`src/hw/rtl/lph_pkg.sv`:
```
`timescale 1ns / 1ps

package lph_pkg;

    // Table size is a power of two so the home slot is the low key bits.
    localparam int SLOT_BITS  = 4;
    localparam int SLOT_COUNT = 1 << SLOT_BITS;

    localparam int KEY_W   = 40;
    localparam int NAME_W  = 64;
    localparam int PROBE_W = 5;
    localparam int INDEX_W = 4;
    localparam int STAT_W  = 2;

    localparam int PROBE_MAX = (1 << PROBE_W) - 1;

    typedef enum logic [STAT_W-1:0] {
        STAT_INSERTED  = 2'd0,
        STAT_FULL      = 2'd1,
        STAT_FOUND     = 2'd2,
        STAT_NOT_FOUND = 2'd3
    } t_status;

    typedef enum logic {
        OP_INSERT = 1'b0,
        OP_SEARCH = 1'b1
    } t_op;

    typedef enum logic {
        ST_IDLE  = 1'b0,
        ST_PROBE = 1'b1
    } t_state;

    function automatic logic [PROBE_W-1:0] sat_probe(input logic [SLOT_BITS:0] n);
        int v;
        v = int'(n);
        if (v > PROBE_MAX) begin
            return PROBE_W'(PROBE_MAX);
        end
        return PROBE_W'(n);
    endfunction

endpackage

```
`src/hw/rtl/linear_probe_hash_table_core.sv`:
```
`timescale 1ns / 1ps
// Throughput: one operation at a time; after the accept cycle, one probe per cycle on
// the key/name memory until the result can enter the output register.
// A finished result waits in an output register while the next item is taken.
// Reset (synchronous, active low) clears the occupied flags and the handshake state;
// key and name memories are not cleared.

module linear_probe_hash_table_core
    import lph_pkg::*;
(
    input  logic                 i_clk,
    input  logic                 i_rst_n,
    input  logic                 i_in_valid,
    output logic                 o_in_stall,
    input  logic                 i_operation,
    input  logic [KEY_W-1:0]     i_telephone_key,
    input  logic [NAME_W-1:0]    i_name_value,
    output logic                 o_out_valid,
    input  logic                 i_out_stall,
    output logic [STAT_W-1:0]    o_status,
    output logic [PROBE_W-1:0]   o_probe_count,
    output logic [INDEX_W-1:0]   o_slot_index,
    output logic [NAME_W-1:0]    o_name_found
);

    logic [KEY_W-1:0]     key_mem  [SLOT_COUNT];
    logic [NAME_W-1:0]    name_mem [SLOT_COUNT];
    logic [SLOT_COUNT-1:0] r_occupied;

    t_state               r_state, n_state;
    t_op                  r_op;
    logic [KEY_W-1:0]     r_key;
    logic [NAME_W-1:0]    r_name;
    logic [SLOT_BITS-1:0] r_pos, n_pos;
    logic [SLOT_BITS:0]   r_step, n_step;
    logic [KEY_W-1:0]     r_key_rd;
    logic [NAME_W-1:0]    r_name_rd;

    logic                 r_out_valid;
    t_status              r_status;
    logic [PROBE_W-1:0]   r_probe_count;
    logic [INDEX_W-1:0]   r_slot_index;
    logic [NAME_W-1:0]    r_name_found;

    logic [SLOT_BITS-1:0] rd_addr;
    logic                 in_xfer;
    logic                 out_free;
    logic                 done;
    logic                 wr_en;
    t_status              res_status;
    logic [PROBE_W-1:0]   res_probes;
    logic [INDEX_W-1:0]   res_slot;
    logic [NAME_W-1:0]    res_name;

    assign out_free = !r_out_valid || !i_out_stall;
    assign in_xfer  = i_in_valid && !o_in_stall;

    always_comb begin
        n_state    = r_state;
        n_pos      = r_pos;
        n_step     = r_step;
        rd_addr    = r_pos;
        o_in_stall = 1'b1;
        done       = 1'b0;
        wr_en      = 1'b0;
        res_status = STAT_NOT_FOUND;
        res_probes = '0;
        res_slot   = '0;
        res_name   = '0;
        case (r_state)
            ST_IDLE: begin
                o_in_stall = 1'b0;
                rd_addr    = i_telephone_key[SLOT_BITS-1:0];
                if (i_in_valid) begin
                    n_state = ST_PROBE;
                    n_pos   = i_telephone_key[SLOT_BITS-1:0];
                    n_step  = '0;
                end
            end
            ST_PROBE: begin
                // read data for r_pos arrived this cycle
                if (!r_occupied[r_pos]) begin
                    done       = 1'b1;
                    res_probes = sat_probe(r_step);
                    if (r_op == OP_INSERT) begin
                        res_status = STAT_INSERTED;
                        res_slot   = INDEX_W'(r_pos);
                        wr_en      = out_free;
                    end
                end else if (r_op == OP_SEARCH && r_key_rd == r_key) begin
                    done       = 1'b1;
                    res_status = STAT_FOUND;
                    res_probes = sat_probe(r_step + 1'b1);
                    res_slot   = INDEX_W'(r_pos);
                    res_name   = r_name_rd;
                end else if (r_step == (SLOT_BITS+1)'(SLOT_COUNT - 1)) begin
                    done       = 1'b1;
                    res_status = (r_op == OP_INSERT) ? STAT_FULL : STAT_NOT_FOUND;
                    res_probes = sat_probe(r_step + 1'b1);
                end else begin
                    n_pos   = r_pos + 1'b1;
                    n_step  = r_step + 1'b1;
                    rd_addr = r_pos + 1'b1;
                end
                if (done && out_free) begin
                    n_state = ST_IDLE;
                end
            end
            default: begin
                n_state = ST_IDLE;
            end
        endcase
    end

    always_ff @(posedge i_clk) begin
        if (!i_rst_n) begin
            r_state     <= ST_IDLE;
            r_occupied  <= '0;
            r_out_valid <= 1'b0;
        end else begin
            r_state <= n_state;
            if (wr_en) begin
                r_occupied[r_pos] <= 1'b1;
            end
            if (done && out_free) begin
                r_out_valid <= 1'b1;
            end else if (!i_out_stall) begin
                r_out_valid <= 1'b0;
            end
        end
    end

    always_ff @(posedge i_clk) begin
        r_pos  <= n_pos;
        r_step <= n_step;
        if (in_xfer) begin
            r_op   <= t_op'(i_operation);
            r_key  <= i_telephone_key;
            r_name <= i_name_value;
        end
        if (done && out_free) begin
            r_status      <= res_status;
            r_probe_count <= res_probes;
            r_slot_index  <= res_slot;
            r_name_found  <= res_name;
        end
    end

    // slot memories: one write, one registered read per cycle
    always_ff @(posedge i_clk) begin
        if (wr_en) begin
            key_mem[r_pos]  <= r_key;
            name_mem[r_pos] <= r_name;
        end
        r_key_rd  <= key_mem[rd_addr];
        r_name_rd <= name_mem[rd_addr];
    end

    assign o_out_valid   = r_out_valid;
    assign o_status      = r_status;
    assign o_probe_count = r_probe_count;
    assign o_slot_index  = r_slot_index;
    assign o_name_found  = r_name_found;

endmodule

```
`config.mk`:
```
export PLATFORM = sky130hd
export DESIGN_NAME = linear_probe_hash_table_core
export DESIGN_NICKNAME = d
export VERILOG_FILES = /design/src/hw/rtl/lph_pkg.sv /design/src/hw/rtl/linear_probe_hash_table_core.sv
export SDC_FILE = /design/constraint.sdc
export NUM_CORES = 2
export LEC_CHECK = 0
export ABC_CLOCK_PERIOD_IN_PS = 20900
export BUFFER_PORTS_ARGS = -buffer_cell sky130_fd_sc_hd__buf_2
export CAP_MARGIN = 20
export CORE_AREA = 2 2 411 413
export DETAILED_ROUTE_END_ITERATION = 6
export DIE_AREA = 0 0 413 415
export SYNTH_ARGS = -nofsm -noshare
export SYNTH_HDL_FRONTEND = slang
export SYNTH_SLANG_ARGS = --single-unit
```
`constraint.sdc`:
```
create_clock -name i_clk -period 20.9 [get_ports i_clk]
set_input_delay 3.135 -clock i_clk [delete_from_list [all_inputs] [get_ports i_clk]]
set_output_delay 3.135 -clock i_clk [all_outputs]
set_load 0.01 [all_outputs]
```
==> qor.csv <==
stage,metric,value,unit
global_routing,grtUsageTotal,21.36,%
floorplan,initial_core_util,44.73,%
sta,tightest_slew,1.128,ns
critical_path,slowest_stage,buf_4,
global_routing,grt.overflow.total,0,
layout,final_util,50.69,%
power,peakVddDrop,0.07583,mV
power,power,0.008775,W
synth,synth.top_cell.area_share,74.64,%
routing,antenna_left,0,
place,gp_congestion,0.7411,
routing,wire_per_inst,24.74,um
layout,multiInputGateArea,0.01533,sq mm
clock_tree,cts.sinks,1975,
status,status,"finished, final reports clean",
global_routing,grt_start_max_net_pins,175,
critical_path,crit_path_end_kind,register,
clock_tree,postCtsHoldBufs,0,
synth,ys_top_cells_by_area,"edfxtp_1 75%, nand2_1 5.3%, mux2i_1 4.2%",
critical_path,crit_top_cell,buf_4,
critical_path,crit_type,in2reg,
critical_path,timing.rr.start,r_key[35]$_DFFE_PP_,
min_path,hold_class,reg2reg,
floorplan,dieArea,0.1714,sq mm
synth,syn-mean-instance-area,15.17,sq um
floorplan,die_x,413,um
clock_tree,clock_latency,0.85,ns
power,p_switching,0.002055,W
power,switching_share,23.42,%
floorplan,rows,150,
synth,yosysSeqAreaShare,77.91,%
sta,setup_tns,0,ns
critical_path,critPathMaxFanout,82,
floorplan,coreArea,0.1667,sq mm
synth,synthCells,4916,
synth,synth_nets,5031,
sta,fin_crit_sh,31.75,%
clock_tree,cts_tree,built,
sta,finalHoldViolations,0,
routing,num_vias,41910,
critical_path,cp-startpoint,i_telephone_key[1],
synth,synth_edf_count,1853,
critical_path,worst_setup_path_start_kind,primary input,
power,power.share.clock,40.4,%
synth,syn_area,0.07455,sq mm
clock_tree,postCtsSetupBuffers,0,
floorplan,die_h,415,um
layout,drive_gt1_share,11.27,%
layout,fillerInstances,13800,
clock_tree,clk_pin_slew,0.06,ns
layout,nNetsFinal,5191,
floorplan,ios,186,
sta,skew,0.05810,ns
layout,regArea,0.05809,sq mm
sta,clock.fmax,150.7,MHz
power,p_int,0.006720,W
min_path,hp-start,r_occupied[15]$_SDFFE_PN0P_,
synth,synth_cell_types,47,
sta,period_minus_slack,6.636,ns
sta,maxSlewHeadroom,24.77,%
routing,drc,0,
job,maxCapViolCount,0,
routing,firstDrtPassIters,6,
routing,viasPerCell,5.617,
synth,async_flop_share,0,%
sta,setup_viol,0,
global_routing,grt_pass1_wl,270900,um
layout,area_delta_synth_final,13.31,%
global_routing,antenna_found_initial,9,
place,port_buffers,185,
synth,synth.largest_area_cell,edfxtp_1,
critical_path,crit_family,buffers and inverters,
critical_path,arrival,7.41,ns
synth,yosysWarnings,0,
clock_tree,post_cts_resize_count,0,
critical_path,critPathMaxStageDelay,0.85,ns
clock_tree,clk_path_buf_depth,3,
routing,drtIter0Drc,4494,
global_routing,grt_pass1_vias,40460,
power,p_leak,30.00,nW
clock_tree,cts_max_level,4,
clock_tree,cts_root_buf,clkbuf_16,
synth,ys_ff_latch,1975,
power,powerDensity,103.9,mW/mm^2
routing,wl,184600,um
power,p_seq_share,51.7,%
critical_path,crit_chain,buf_2 -> nor2b_1 -> nor3_4 -> buf_4 -> buf_4 -> buf_4 -> buf_4 -> nand2_1 -> and3_1 -> a211oi_1 -> a211o_1,
place,dp_hpwl,85970,um
sta,slew_viol_final,0,
critical_path,worst-path-buf-inv,5,
synth,synth-main-ff-cell,edfxtp_1,
sta,rsz0062_at_grt,no,
clock_tree,cts_buffers,201,
critical_path,required,21.67,ns
power,pwr-share-comb,7.9,%
==> layer usage <==
metal,GRT usage [%],up-vias,part of all wire [%]
met5,0,-,0.012
met4,6.139,4,2.5
met3,3.600,269,6.9
met2,33.18,1502,46
met1,31.03,21290,45
li1,-,18840,-
==> cells by family after synthesis <==
group | synth area share, %
compound gates | 6.784
xor+xnor | 0.4699
fa+ha+maj | 0.1007
buf+inv | 1.754
flops | 77.91
mux | 4.380
simple gates | 8.600
==> worst paths after layout <==
kind                                               endpoint  cells after the start  slack, ns
worst max register to register         r_key_rd[38]$_DFF_P_                     16      14.35
worst min register to register  r_occupied[15]$_SDFFE_PN0P_                      1       0.46
worst min-delay path            r_occupied[15]$_SDFFE_PN0P_                      1       0.46
worst max-delay path                   r_key_rd[38]$_DFF_P_                     11      14.26
==> synthesized netlist by cell type (85+ instances only) <==
library cell / number
a211o_1: 104
a211oi_1: 107
a21oi_1: 313
a22o_1: 107
a31oi_1: 104
and3_1: 170
buf_2: 85
clkbuf_1: 175
dfxtp_1: 122
edfxtp_1: 1853
mux2i_1: 315
nand2_1: 1055
nand3_1: 211
==> per-stage QoR <==
| step | hold WS (ns) | setup WS, ns | instance area [sq um] | instances |
|---|---|---|---|---|
| after floorplan | 0.4354 | 9.623 | 74550 | 4916 |
| after detailed placement | 0.4476 | 13.50 | 77890 | 7077 |
| after global placement | 0.4415 | 13.47 | 77860 | 7076 |
| final | 0.4629 | 14.26 | 84480 | 7461 |
| after CTS | 0.4610 | 14.36 | 84470 | 7459 |
| after global routing | 0.4689 | 13.85 | 84470 | 7460 |
==> placed cells by master (no fill, tap or decap), types with 58 or more instances in the layout <==
cell	netlist	routed
a211o_1	104	104
a211oi_1	107	107
a21oi_1	313	312
a22o_1	107	107
a31oi_1	104	104
and3_1	170	169
buf_2	85	185
buf_4	4	67
clkbuf_1	175	58
clkbuf_16	0	201
dfxtp_1	122	121
edfxtp_1	1853	1853
mux2i_1	315	315
nand2_1	1055	1054
nand3_1	211	211
==> power groups by stage <==
stage                     clock (W)  sequential, W  combinational, W
after floorplan                   0        0.00458          0.000480
after global placement            0        0.00462          0.000694
after CTS                   0.00360        0.00453          0.000703
after global routing        0.00376        0.00455          0.000761
final                       0.00354        0.00454          0.000697
after detailed placement          0        0.00462          0.000699
==> layout make-up <==
class	instances	share of cell area, %
Sequential cell	1975	68.76
Inverter	10	0.06221
Multi-Input combinational cell	2625	18.15
Antenna cell	2	0.005925
Clock inverter	101	1.225
Tap cell	2204	3.264
Clock buffer	281	6.570
Timing Repair Buffer	263	1.961
==> worst reg2reg max path, stage by stage (launching register included) <==
cell and delay (ns):
edfxtp_1 0.61, xnor2_1 0.47, nand4_1 0.22, nor4_1 0.35
buf_4 0.21, nand4b_1 0.11, buf_4 0.22, and4_1 0.26
nor3_4 0.15, buf_4 0.68, buf_4 0.88, buf_4 0.86
buf_4 0.79, nand2_1 0.15, and3_1 0.19, a211oi_1 0.21
a211o_1 0.14
==> flip-flops by register name, indices dropped and copies added, names as in the netlist <==
| name | cells |
|---|---|
| key_mem | 640 |
| name_mem | 1024 |
| o_name_found | 64 |
| o_out_valid | 1 |
| o_probe_count | 5 |
| o_slot_index | 4 |
| o_status | 2 |
| r_key | 40 |
| r_key_rd | 40 |
| r_name | 64 |
| r_name_rd | 64 |
| r_occupied | 16 |
| r_op | 1 |
| r_pos | 4 |
| r_state | 1 |
| r_step | 5 |
(Power assumes the default switching activity.)
